`config.mk`:
```
export PLATFORM = sky130hd
export DESIGN_NAME = adc_scan_average_sequencer
export DESIGN_NICKNAME = d
export VERILOG_FILES = /design/src/rtl/adc_sas_pkg.sv /design/src/rtl/adc_sas_div.sv /design/src/rtl/adc_sas_scan.sv /design/src/rtl/adc_sas_store.sv /design/src/rtl/adc_scan_average_sequencer.sv
export VERILOG_INCLUDE_DIRS = /design/src /design/src/rtl
export SDC_FILE = /design/constraint.sdc
export NUM_CORES = 1
export LEC_CHECK = 0
export BUFFER_PORTS_ARGS = -buffer_cell sky130_fd_sc_hd__buf_4
export CORE_ASPECT_RATIO = 1.2
export CORE_MARGIN = 8
export CORE_UTILIZATION = 51
export DETAILED_ROUTE_END_ITERATION = 6
export PLACE_DENSITY = 0.7
export SYNTH_ARGS = -nofsm -noshare
export SYNTH_HDL_FRONTEND = slang
export SYNTH_SLANG_ARGS = --single-unit
export TNS_END_PERCENT = 20
```
`constraint.sdc`:
```
create_clock -name clk -period 8.65 [get_ports clk]
set_input_delay 0 -clock clk [delete_from_list [all_inputs] [get_ports clk]]
set_output_delay 0 -clock clk [all_outputs]
set_load 0.03 [all_outputs]
```
`src/rtl/adc_scan_average_sequencer_defines.svh`:
```
`ifndef ADC_SCAN_AVERAGE_SEQUENCER_DEFINES_SVH
`define ADC_SCAN_AVERAGE_SEQUENCER_DEFINES_SVH

// Same-cycle implication, sampled on clk and disabled during rst.
`define ASAS_ASSERT_NOW(label, ante, cons, msg) \
  label: assert property (@(posedge clk) disable iff (rst) (ante) |-> (cons)) \
    else $error(msg);

// Next-cycle implication, sampled on clk and disabled during rst.
`define ASAS_ASSERT_NEXT(label, ante, cons, msg) \
  label: assert property (@(posedge clk) disable iff (rst) (ante) |=> (cons)) \
    else $error(msg);

`endif

```
`src/rtl/adc_sas_pkg.sv`:
```
`timescale 1ns / 1ps
`default_nettype none

package adc_sas_pkg;

  localparam int CHANNELS_DEF    = 18;
  localparam int SAMPLE_BITS_DEF = 12;

  // Fixed field widths.
  localparam int CH_W     = 5;
  localparam int CH_SLOTS = 32;
  localparam int SMP_W    = 12;
  localparam int RES_W    = 12;
  localparam int CNT_W    = 8;
  localparam int MASK_W   = 18;
  localparam int CFG_W    = 18;
  localparam int ACC_W    = SMP_W + CNT_W;
  localparam int DIV_CNT_W = $clog2(ACC_W);

  localparam logic [CH_W-1:0]  CH_NONE   = 5'd31;
  localparam logic [CNT_W-1:0] AVG_RESET = 8'd16;
  localparam logic [CNT_W-1:0] AVG_MIN   = 8'd1;

  // Item function codes.
  localparam logic [1:0] FN_SAMPLE = 2'd0;
  localparam logic [1:0] FN_START  = 2'd1;
  localparam logic [1:0] FN_READ   = 2'd2;

  // Register indexes.
  localparam logic [1:0] CFG_MASK = 2'd0;
  localparam logic [1:0] CFG_AVG  = 2'd1;
  localparam logic [1:0] CFG_FREE = 2'd2;

  typedef struct packed {
    logic busy;
    logic done;
  } div_stat_t;

  typedef struct packed {
    logic busy;
    logic done;
    logic found;
  } scan_stat_t;

endpackage

`default_nettype wire

```
`src/rtl/adc_sas_div.sv`:
```
`timescale 1ns / 1ps
`default_nettype none

module adc_sas_div (
  input  logic                          clk,
  input  logic                          rst,
  input  logic                          start,
  input  logic [adc_sas_pkg::ACC_W-1:0] dividend,
  input  logic [adc_sas_pkg::CNT_W-1:0] divisor,
  output adc_sas_pkg::div_stat_t        stat,
  output logic [adc_sas_pkg::ACC_W-1:0] quotient
);
  import adc_sas_pkg::*;

  localparam logic [DIV_CNT_W-1:0] LAST_STEP = DIV_CNT_W'(ACC_W - 1);

  logic [ACC_W-1:0]     dvd;
  logic [CNT_W-1:0]     dsr;
  logic [CNT_W-1:0]     rem;
  logic [DIV_CNT_W-1:0] step;
  logic                 busy;
  logic                 done;
  logic [CNT_W:0]       trial;
  logic [CNT_W:0]       diff;
  logic                 qbit;

  // One restoring step per cycle: shift in the next dividend bit, try the subtract.
  assign trial = {rem, dvd[ACC_W-1]};
  assign diff  = trial - {1'b0, dsr};
  assign qbit  = (trial >= {1'b0, dsr});

  always_ff @(posedge clk) begin
    if (rst) begin
      busy <= 1'b0;
      done <= 1'b0;
    end else begin
      done <= 1'b0;
      if (start) begin
        busy <= 1'b1;
      end else if (busy && step == LAST_STEP) begin
        busy <= 1'b0;
        done <= 1'b1;
      end
    end
  end

  always_ff @(posedge clk) begin
    if (start) begin
      dvd      <= dividend;
      dsr      <= divisor;
      rem      <= '0;
      step     <= '0;
      quotient <= '0;
    end else if (busy) begin
      dvd      <= {dvd[ACC_W-2:0], 1'b0};
      rem      <= qbit ? diff[CNT_W-1:0] : trial[CNT_W-1:0];
      quotient <= {quotient[ACC_W-2:0], qbit};
      step     <= step + 1'b1;
    end
  end

  assign stat.busy = busy;
  assign stat.done = done;

endmodule

`default_nettype wire

```
`src/rtl/adc_sas_scan.sv`:
```
`timescale 1ns / 1ps
`default_nettype none

module adc_sas_scan #(
  parameter int CHANNELS = adc_sas_pkg::CHANNELS_DEF
) (
  input  logic                             clk,
  input  logic                             rst,
  input  logic                             start,
  input  logic [adc_sas_pkg::CH_W-1:0]     cur,
  input  logic [adc_sas_pkg::CH_SLOTS-1:0] live,
  output adc_sas_pkg::scan_stat_t          stat,
  output logic [adc_sas_pkg::CH_W-1:0]     chan
);
  import adc_sas_pkg::*;

  logic [CH_W-1:0] cand;
  logic            busy;
  logic            done;
  logic            found;

  // Next candidate after c, wrapping at the channel count.
  function automatic logic [CH_W-1:0] step_ch(input logic [CH_W-1:0] c);
    logic [CH_W-1:0] n;
    n = c + 1'b1;
    if ({1'b0, n} >= (CH_W + 1)'(CHANNELS)) begin
      n = '0;
    end
    return n;
  endfunction

  always_ff @(posedge clk) begin
    if (rst) begin
      busy  <= 1'b0;
      done  <= 1'b0;
      found <= 1'b0;
    end else begin
      done <= 1'b0;
      if (start) begin
        found <= 1'b0;
        if (live == '0) begin
          done <= 1'b1;
        end else begin
          busy <= 1'b1;
        end
      end else if (busy && live[cand]) begin
        busy  <= 1'b0;
        done  <= 1'b1;
        found <= 1'b1;
      end
    end
  end

  // One candidate channel is tested per cycle.
  always_ff @(posedge clk) begin
    if (start) begin
      cand <= step_ch(cur);
    end else if (busy && !live[cand]) begin
      cand <= step_ch(cand);
    end
  end

  assign chan       = cand;
  assign stat.busy  = busy;
  assign stat.done  = done;
  assign stat.found = found;

endmodule

`default_nettype wire

```
`src/rtl/adc_sas_store.sv`:
```
`timescale 1ns / 1ps
`default_nettype none

module adc_sas_store #(
  parameter int CHANNELS = adc_sas_pkg::CHANNELS_DEF,
  localparam int AW = (CHANNELS > 1) ? $clog2(CHANNELS) : 1
) (
  input  logic                          clk,
  input  logic                          rst,
  input  logic                          we,
  input  logic [AW-1:0]                 waddr,
  input  logic [adc_sas_pkg::RES_W-1:0] wdata,
  input  logic                          re,
  input  logic [AW-1:0]                 raddr,
  output logic [adc_sas_pkg::RES_W-1:0] rdata
);
  import adc_sas_pkg::*;

  logic [RES_W-1:0]    mem [CHANNELS];
  logic [CHANNELS-1:0] valid;
  logic [RES_W-1:0]    mem_q;
  logic                valid_q;

  // Entries never written since reset read as zero.
  always_ff @(posedge clk) begin
    if (rst) begin
      valid <= '0;
    end else if (we) begin
      valid[waddr] <= 1'b1;
    end
  end

  always_ff @(posedge clk) begin
    if (we) begin
      mem[waddr] <= wdata;
    end
  end

  always_ff @(posedge clk) begin
    if (re) begin
      mem_q   <= mem[raddr];
      valid_q <= valid[raddr];
    end
  end

  assign rdata = valid_q ? mem_q : '0;

endmodule

`default_nettype wire

```
`src/rtl/adc_scan_average_sequencer.sv`:
```
`timescale 1ns / 1ps
`default_nettype none

// Channel   Handshake                   Words carried
// item      item_valid / item_stall     func, sample, read_channel
// result    result_valid / result_stall start_conversion, convert_channel,
//                                       average_stored, read_value
// config    cfg_write                   cfg_index, cfg_data
//
// One item is worked at a time and gives exactly one result word. A sample that does not
// close an average and an unused code go straight to S_OUT, a read by way of S_READ.
// A start searches in S_SCAN, one channel a cycle, and finds none if none is enabled.
// A closing sample waits in S_DIV for 20 divider steps, then searches too in free-run.
// Reset is synchronous and needs no clearing pass: the result store has a valid bit per
// entry. A stalled result is held while the next item is accepted and worked.

`include "adc_scan_average_sequencer_defines.svh"

module adc_scan_average_sequencer #(
  parameter int CHANNELS    = adc_sas_pkg::CHANNELS_DEF,
  parameter int SAMPLE_BITS = adc_sas_pkg::SAMPLE_BITS_DEF
) (
  input  logic                           clk,
  input  logic                           rst,
  input  logic                           cfg_write,
  input  logic [1:0]                     cfg_index,
  input  logic [adc_sas_pkg::CFG_W-1:0]  cfg_data,
  input  logic                           item_valid,
  output logic                           item_stall,
  input  logic [1:0]                     func,
  input  logic [adc_sas_pkg::SMP_W-1:0]  sample,
  input  logic [adc_sas_pkg::CH_W-1:0]   read_channel,
  output logic                           result_valid,
  input  logic                           result_stall,
  output logic                           start_conversion,
  output logic [adc_sas_pkg::CH_W-1:0]   convert_channel,
  output logic                           average_stored,
  output logic [adc_sas_pkg::RES_W-1:0]  read_value
);
  import adc_sas_pkg::*;

  localparam int AW = (CHANNELS > 1) ? $clog2(CHANNELS) : 1;
  localparam logic [CH_SLOTS-1:0] CH_MASK = CH_SLOTS'((64'd1 << CHANNELS) - 64'd1);
  localparam logic [SMP_W-1:0]    SMP_MASK = SMP_W'((64'd1 << SAMPLE_BITS) - 64'd1);
  localparam logic [ACC_W-1:0]    SAT_MAX = ACC_W'((64'd1 << SAMPLE_BITS) - 64'd1);

  localparam logic [2:0] S_IDLE = 3'd0;
  localparam logic [2:0] S_DIV  = 3'd1;
  localparam logic [2:0] S_SCAN = 3'd2;
  localparam logic [2:0] S_READ = 3'd3;
  localparam logic [2:0] S_OUT  = 3'd4;

  // Configuration registers.
  logic [MASK_W-1:0] enabled_mask;
  logic [CNT_W-1:0]  average_count;
  logic              free_run;

  // Scan and averaging state.
  logic [2:0]        state;
  logic [CH_W-1:0]   cur_channel;
  logic [ACC_W-1:0]  accumulator;
  logic [CNT_W-1:0]  sample_count;
  logic              rd_in_range;

  // Result word under construction.
  logic              res_start;
  logic [CH_W-1:0]   res_chan;
  logic              res_stored;
  logic [RES_W-1:0]  res_rval;

  logic              accept;
  logic              out_free;
  logic [SMP_W-1:0]  smp_eff;
  logic [ACC_W-1:0]  acc_sum;
  logic [CNT_W-1:0]  cnt_sum;
  logic              complete;
  logic              cur_in_range;
  logic [CH_SLOTS-1:0] live;
  logic [ACC_W-1:0]  avg_sat;

  div_stat_t         div_stat;
  logic              div_start;
  logic [ACC_W-1:0]  quotient;

  scan_stat_t        scan_stat;
  logic              scan_start;
  logic [CH_W-1:0]   scan_chan;

  logic              st_we;
  logic              st_re;
  logic [RES_W-1:0]  st_rdata;

  assign item_stall = (state != S_IDLE);
  assign accept     = item_valid && !item_stall;
  assign out_free   = !result_valid || !result_stall;

  assign smp_eff      = sample & SMP_MASK;
  assign acc_sum      = accumulator + {{CNT_W{1'b0}}, smp_eff};
  assign cnt_sum      = sample_count + 1'b1;
  assign complete     = (cnt_sum >= average_count);
  assign cur_in_range = ({1'b0, cur_channel} < (CH_W + 1)'(CHANNELS));
  assign live         = {{(CH_SLOTS - MASK_W){1'b0}}, enabled_mask} & CH_MASK;
  assign avg_sat      = (quotient > SAT_MAX) ? SAT_MAX : quotient;

  assign div_start  = accept && (func == FN_SAMPLE) && complete;
  assign scan_start = (accept && (func == FN_START)) ||
                      ((state == S_DIV) && div_stat.done && cur_in_range && free_run);
  assign st_we      = (state == S_DIV) && div_stat.done && cur_in_range;
  assign st_re      = accept && (func == FN_READ);

  adc_sas_div u_div (
    .clk      (clk),
    .rst      (rst),
    .start    (div_start),
    .dividend (acc_sum),
    .divisor  (average_count),
    .stat     (div_stat),
    .quotient (quotient)
  );

  adc_sas_scan #(
    .CHANNELS (CHANNELS)
  ) u_scan (
    .clk   (clk),
    .rst   (rst),
    .start (scan_start),
    .cur   (cur_channel),
    .live  (live),
    .stat  (scan_stat),
    .chan  (scan_chan)
  );

  adc_sas_store #(
    .CHANNELS (CHANNELS)
  ) u_store (
    .clk   (clk),
    .rst   (rst),
    .we    (st_we),
    .waddr (cur_channel[AW-1:0]),
    .wdata (avg_sat[RES_W-1:0]),
    .re    (st_re),
    .raddr (read_channel[AW-1:0]),
    .rdata (st_rdata)
  );

  // Configuration writes; an average count of zero is taken as one.
  always_ff @(posedge clk) begin
    if (rst) begin
      enabled_mask  <= '0;
      average_count <= AVG_RESET;
      free_run      <= 1'b0;
    end else if (cfg_write) begin
      unique case (cfg_index)
        CFG_MASK: enabled_mask <= cfg_data[MASK_W-1:0];
        CFG_AVG:  average_count <= (cfg_data[CNT_W-1:0] == '0) ? AVG_MIN
                                                               : cfg_data[CNT_W-1:0];
        CFG_FREE: free_run <= cfg_data[0];
        default:  ;
      endcase
    end
  end

  // Sequencer. The store is written only in S_DIV and read only on an accepted read word,
  // so its accesses never overlap and need no forwarding.
  always_ff @(posedge clk) begin
    if (rst) begin
      state        <= S_IDLE;
      cur_channel  <= CH_NONE;
      accumulator  <= '0;
      sample_count <= '0;
    end else begin
      unique case (state)
        S_IDLE: begin
          if (accept) begin
            res_start  <= 1'b0;
            res_chan   <= '0;
            res_stored <= 1'b0;
            res_rval   <= '0;
            unique case (func)
              FN_SAMPLE: begin
                if (complete) begin
                  accumulator  <= '0;
                  sample_count <= '0;
                  state        <= S_DIV;
                end else begin
                  accumulator  <= acc_sum;
                  sample_count <= cnt_sum;
                  res_start    <= cur_in_range;
                  res_chan     <= cur_in_range ? cur_channel : '0;
                  state        <= S_OUT;
                end
              end
              FN_START: state <= S_SCAN;
              FN_READ: begin
                rd_in_range <= ({1'b0, read_channel} < (CH_W + 1)'(CHANNELS));
                state       <= S_READ;
              end
              default: state <= S_OUT;
            endcase
          end
        end
        S_DIV: begin
          if (div_stat.done) begin
            res_stored <= cur_in_range;
            state      <= (cur_in_range && free_run) ? S_SCAN : S_OUT;
          end
        end
        S_SCAN: begin
          if (scan_stat.done) begin
            if (scan_stat.found) begin
              cur_channel <= scan_chan;
              res_start   <= 1'b1;
              res_chan    <= scan_chan;
            end
            state <= S_OUT;
          end
        end
        S_READ: begin
          res_rval <= rd_in_range ? st_rdata : '0;
          state    <= S_OUT;
        end
        S_OUT: begin
          if (out_free) begin
            state <= S_IDLE;
          end
        end
        default: state <= S_IDLE;
      endcase
    end
  end

  // Output register: holds a stalled result word while the next item is worked.
  always_ff @(posedge clk) begin
    if (rst) begin
      result_valid <= 1'b0;
    end else if ((state == S_OUT) && out_free) begin
      result_valid <= 1'b1;
    end else if (!result_stall) begin
      result_valid <= 1'b0;
    end
  end

  always_ff @(posedge clk) begin
    if ((state == S_OUT) && out_free) begin
      start_conversion <= res_start;
      convert_channel  <= res_chan;
      average_stored   <= res_stored;
      read_value       <= res_rval;
    end
  end

  `ASAS_ASSERT_NOW(a_idle_units_quiet, state == S_IDLE, !div_stat.busy && !scan_stat.busy,
                   "divider or channel search busy while idle")
  `ASAS_ASSERT_NOW(a_chan_in_range, result_valid && start_conversion,
                   {1'b0, convert_channel} < (CH_W + 1)'(CHANNELS),
                   "conversion requested on a channel out of range")
  `ASAS_ASSERT_NOW(a_restart_needs_free_run, result_valid && average_stored && start_conversion,
                   free_run, "next channel started without free-run")
  `ASAS_ASSERT_NEXT(a_read_goes_to_store, accept && func == FN_READ, state == S_READ,
                    "read word did not wait for the store")

endmodule

`default_nettype wire
```
==> results.json <==
{
  "root_driver": "sky130_fd_sc_hd__clkbuf_16",
  "r2r_cells": 14,
  "layout_worst_path_cycle_share": 0.561,
  "highest_layer": "met4",
  "post_synth_main_area_contributors": "sky130_fd_sc_hd__edfxtp_1 (50%), sky130_fd_sc_hd__dfxtp_1 (13%), sky130_fd_sc_hd__mux4_2 (8.6%)",
  "largest_clock_skew_in_the_final_design_ns": 0.0283,
  "hold_path_startpoint": "func[0]",
  "core-area_um2": 35000,
  "rsz0062_at_grt": "false",
  "final_layout_worst_hold_slack_ns": 0.0590,
  "detail_route.vias_per_cell": 5.83,
  "synthesis_warnings": 0,
  "synth-async-reset-ratio": 0,
  "die-area_um2": 41900,
  "die-width_um": 188,
  "cp_num_buf_inv": 3,
  "hold_path.class": "in -> reg",
  "wl_um": 39900,
  "post-synth-top-count-cell": "sky130_fd_sc_hd__edfxtp_1",
  "r2r-start": "sample_count[2]",
  "static-leakage-power_nw": 7.86,
  "pwr-share-comb": 0.100,
  "max_slew_margin": 0.206,
  "boundaryPins": 65,
  "antenna_found_initial": 0,
  "totalPowerFinal_mw": 4.65,
  "share_seq_of_total_power": 0.502,
  "count_of_antenna_diodes_in_the_layout": 0,
  "max_stage_delay_ns": 0.85,
  "cp-end-kind": "register",
  "timing.final.max_slew_violations": 0,
  "p_switching_mw": 1.10,
  "area_growth_pct": 15.3,
  "wl_met1_um": 16400,
  "route.detailed.wl_per_inst_um": 20.5,
  "rr_endpoint": "state[0]",
  "routed_length_on_met2_um": 19800,
  "groute.usage.overall": 0.189,
  "die_height_um": 223,
  "status": "complete, no violations",
  "dpl_cell_area_um2": 19000,
  "detail-route-antenna-nets": 0,
  "drive_gt1_frac": 0.172,
  "grt.overflow.total": 0,
  "slowest_stage": "sky130_fd_sc_hd__nand2_1",
  "clk_transition_reported_paths_ns": 0.06,
  "clk_path_buf_depth": 3,
  "number_of_hold_violations_in_the_final_report": 0,
  "preCtsSetupSlack_ns": 4.20,
  "arrival_ns": 5.27,
  "htree_num_levels": 2,
  "maxClockFrequency_mhz": 206,
  "synth.lib_cells_used.distinct": 73,
  "final_instance_count_without_filler_cells": 1946,
  "critPathMostFrequentCell": "sky130_fd_sc_hd__and3_1",
  "synth_seq_area_share": 0.630,
  "ff2ff_setup_slack_ns": 3.80,
  "cp.required_ns": 9.06,
  "cts_buffers": 42,
  "postSynthAreaPerCell_um2": 13.5,
  "first_global_vias": 11400,
  "power-per-cell-area_nw_per_um2": 222,
  "wl_met3_um": 2220,
  "dp_cells": 1816,
  "dr.pass1.iters": 4,
  "drc": 0,
  "crit_path_cell_trace": "and3_1 -> and3_1 -> nand3_1 -> xnor2_1 -> ha_1 -> and3_1 -> a211oi_1 -> o211ai_1 -> buf_4 -> nand2_1 -> inv_2 -> a21oi_1 -> dlygate4sd3_1 -> nor2_1",
  "tritoncts": "done",
  "worstHoldPathCells": 4,
  "timing.critical_path.from_type": "register",
  "cts.sinks": 421,
  "synth-seq-cells": 421,
  "setup_violations": 0,
  "p_sw_frac": 0.237,
  "netlist_instances": 1349,
  "grt_start_max_net_pins": 62,
  "max-vdd-ir-drop_v": 0.000186,
  "synth_fp_nets": 1434,
  "power_report.internal_total_mw": 3.55,
  "clock_power_share": 0.398,
  "post-route-cell-area_um2": 20900,
  "synth-main-ff-cell": "sky130_fd_sc_hd__edfxtp_1",
  "finish.utilization": 0.598,
  "floorplan.initialDensity": 0.519,
  "final_nets": 1536,
  "portBuffers": 64,
  "clk_latency_ns": 0.55,
  "timing.hold.worst_endpoint": "u_scan.found",
  "yosys-top-cells-count": "sky130_fd_sc_hd__edfxtp_1 (301), sky130_fd_sc_hd__nand2_1 (130), sky130_fd_sc_hd__dfxtp_1 (120)",
  "finalSetupTns_ns": 0,
  "postCtsSetupBuffers": 0,
  "criticalPathCategory": "reg -> reg",
  "routed_vias": 11300,
  "period_minus_slack_ns": 4.85,
  "synth.largest_area_cell": "sky130_fd_sc_hd__edfxtp_1",
  "worst-slew-pin-transition_ns": 1.19,
  "routabilityCongestion": 0.827,
  "synthesis.area_um2": 18200,
  "row_count": 75,
  "path_max_fanout": 43,
  "first_pass_grt_wire_length_um": 63000,
  "dp_hpwl_um": 25100,
  "max_cap_viol_count": 0,
  "number_of_synthesized_flops_with_an_enable_pin": 301,
  "critical_path.top_delay_family": "simple AND/OR/NAND/NOR gates",
  "worst_slack_ns": 3.80,
  "synth_top_cell_area_share": 0.498,
  "drt_first_iter_violations": 908
}
==> power by group through the flow <==
stage | registers (mW) | logic, mW | clock network (mW)
floorplan | 2.36 | 0.337 | 0
global placement | 2.37 | 0.440 | 0
detailed placement | 2.38 | 0.449 | 0
CTS | 2.34 | 0.467 | 1.87
global route | 2.35 | 0.517 | 1.95
finish | 2.34 | 0.466 | 1.85
==> placed cells by master (no fill, tap or decap), types with 10 or more instances in the layout <==
cell type | Yosys | routed
sky130_fd_sc_hd__a21oi_1 | 89 | 88
sky130_fd_sc_hd__a31oi_1 | 15 | 15
sky130_fd_sc_hd__and2_1 | 15 | 15
sky130_fd_sc_hd__and3_1 | 12 | 12
sky130_fd_sc_hd__buf_4 | 4 | 77
sky130_fd_sc_hd__clkbuf_1 | 39 | 10
sky130_fd_sc_hd__clkbuf_16 | 0 | 43
sky130_fd_sc_hd__dfxtp_1 | 120 | 119
sky130_fd_sc_hd__dlygate4sd3_1 | 0 | 53
sky130_fd_sc_hd__edfxtp_1 | 301 | 301
sky130_fd_sc_hd__ha_1 | 39 | 39
sky130_fd_sc_hd__inv_1 | 31 | 31
sky130_fd_sc_hd__mux2i_1 | 44 | 44
sky130_fd_sc_hd__mux4_2 | 69 | 69
sky130_fd_sc_hd__nand2_1 | 130 | 130
sky130_fd_sc_hd__nand3_1 | 28 | 28
sky130_fd_sc_hd__nor2_1 | 113 | 105
sky130_fd_sc_hd__nor2b_1 | 15 | 15
sky130_fd_sc_hd__nor3_1 | 19 | 19
sky130_fd_sc_hd__nor4_1 | 12 | 12
sky130_fd_sc_hd__o21ai_0 | 17 | 17
sky130_fd_sc_hd__o21ai_1 | 23 | 23
sky130_fd_sc_hd__or2_2 | 15 | 15
sky130_fd_sc_hd__or3_1 | 10 | 10
sky130_fd_sc_hd__xnor2_1 | 19 | 19
sky130_fd_sc_hd__xor2_1 | 15 | 15
==> state kept, by name (all words and copies together), names as in the netlist, 8 cells and up <==
signal,cells
u_store.mem,216
accumulator,20
u_div.dvd,20
u_div.quotient,20
enabled_mask,18
u_store.valid,18
read_value,12
res_rval,12
u_store.mem_q,12
average_count,8
sample_count,8
u_div.dsr,8
u_div.rem,8
==> worst max-delay path by stage <==
stage,start,end,slack (ns),cells after the start
after floorplan,sample_count[0],u_div.dvd[0],5.68,10
after global placement,sample_count[2],u_div.dvd[10],4.38,11
after detailed placement,sample_count[0],u_div.dvd[8],4.20,11
after CTS,sample_count[0],state[0],3.80,14
after global routing,sample_count[0],state[0],3.32,14
final,sample_count[2],state[0],3.80,14
==> worst register-to-register path, cell delays in order (launching register included) <==
cell                            delay (ns)
sky130_fd_sc_hd__dfxtp_1              0.44
sky130_fd_sc_hd__and3_1               0.24
sky130_fd_sc_hd__and3_1               0.20
sky130_fd_sc_hd__nand3_1              0.10
sky130_fd_sc_hd__xnor2_1              0.21
sky130_fd_sc_hd__ha_1                 0.30
sky130_fd_sc_hd__and3_1               0.19
sky130_fd_sc_hd__a211oi_1             0.28
sky130_fd_sc_hd__o211ai_1             0.14
sky130_fd_sc_hd__buf_4                0.22
sky130_fd_sc_hd__nand2_1              0.85
sky130_fd_sc_hd__inv_2                0.62
sky130_fd_sc_hd__a21oi_1              0.31
sky130_fd_sc_hd__dlygate4sd3_1        0.57
sky130_fd_sc_hd__nor2_1               0.04
==> cell families after synthesis <==
| family | synth area share |
|---|---|
| adder cells (fa/ha/maj) | 0.0291 |
| XOR/XNOR | 0.0164 |
| AO/OA/AOI/OAI | 0.0777 |
| flip-flops | 0.630 |
| buffers and inverters | 0.0257 |
| multiplexers | 0.111 |
| AND/OR/NAND/NOR | 0.110 |
==> area by class of cell <==
type	count	area, µm²
tap	462	578
inverter	32	120
clock buffer	55	1140
sequential	421	11400
clock inverter	22	260
timing repair buffer	130	1110
multi-input combinational	824	6280
fill	2644	14100
==> metal layers <==
layer  global-route usage  vias to the layer above
li1                     -                     5281
met1                0.237                     5614
met2                0.323                      350
met3               0.0315                       92
met4               0.0733                        0
met5                    0                        -
==> repair_timing <==
action,in CTS,in global routing
hold endpoints to repair,61,0
hold buffers,53,0
resized for setup,0,0
Note: power is estimated with default switching activity, not from simulation.
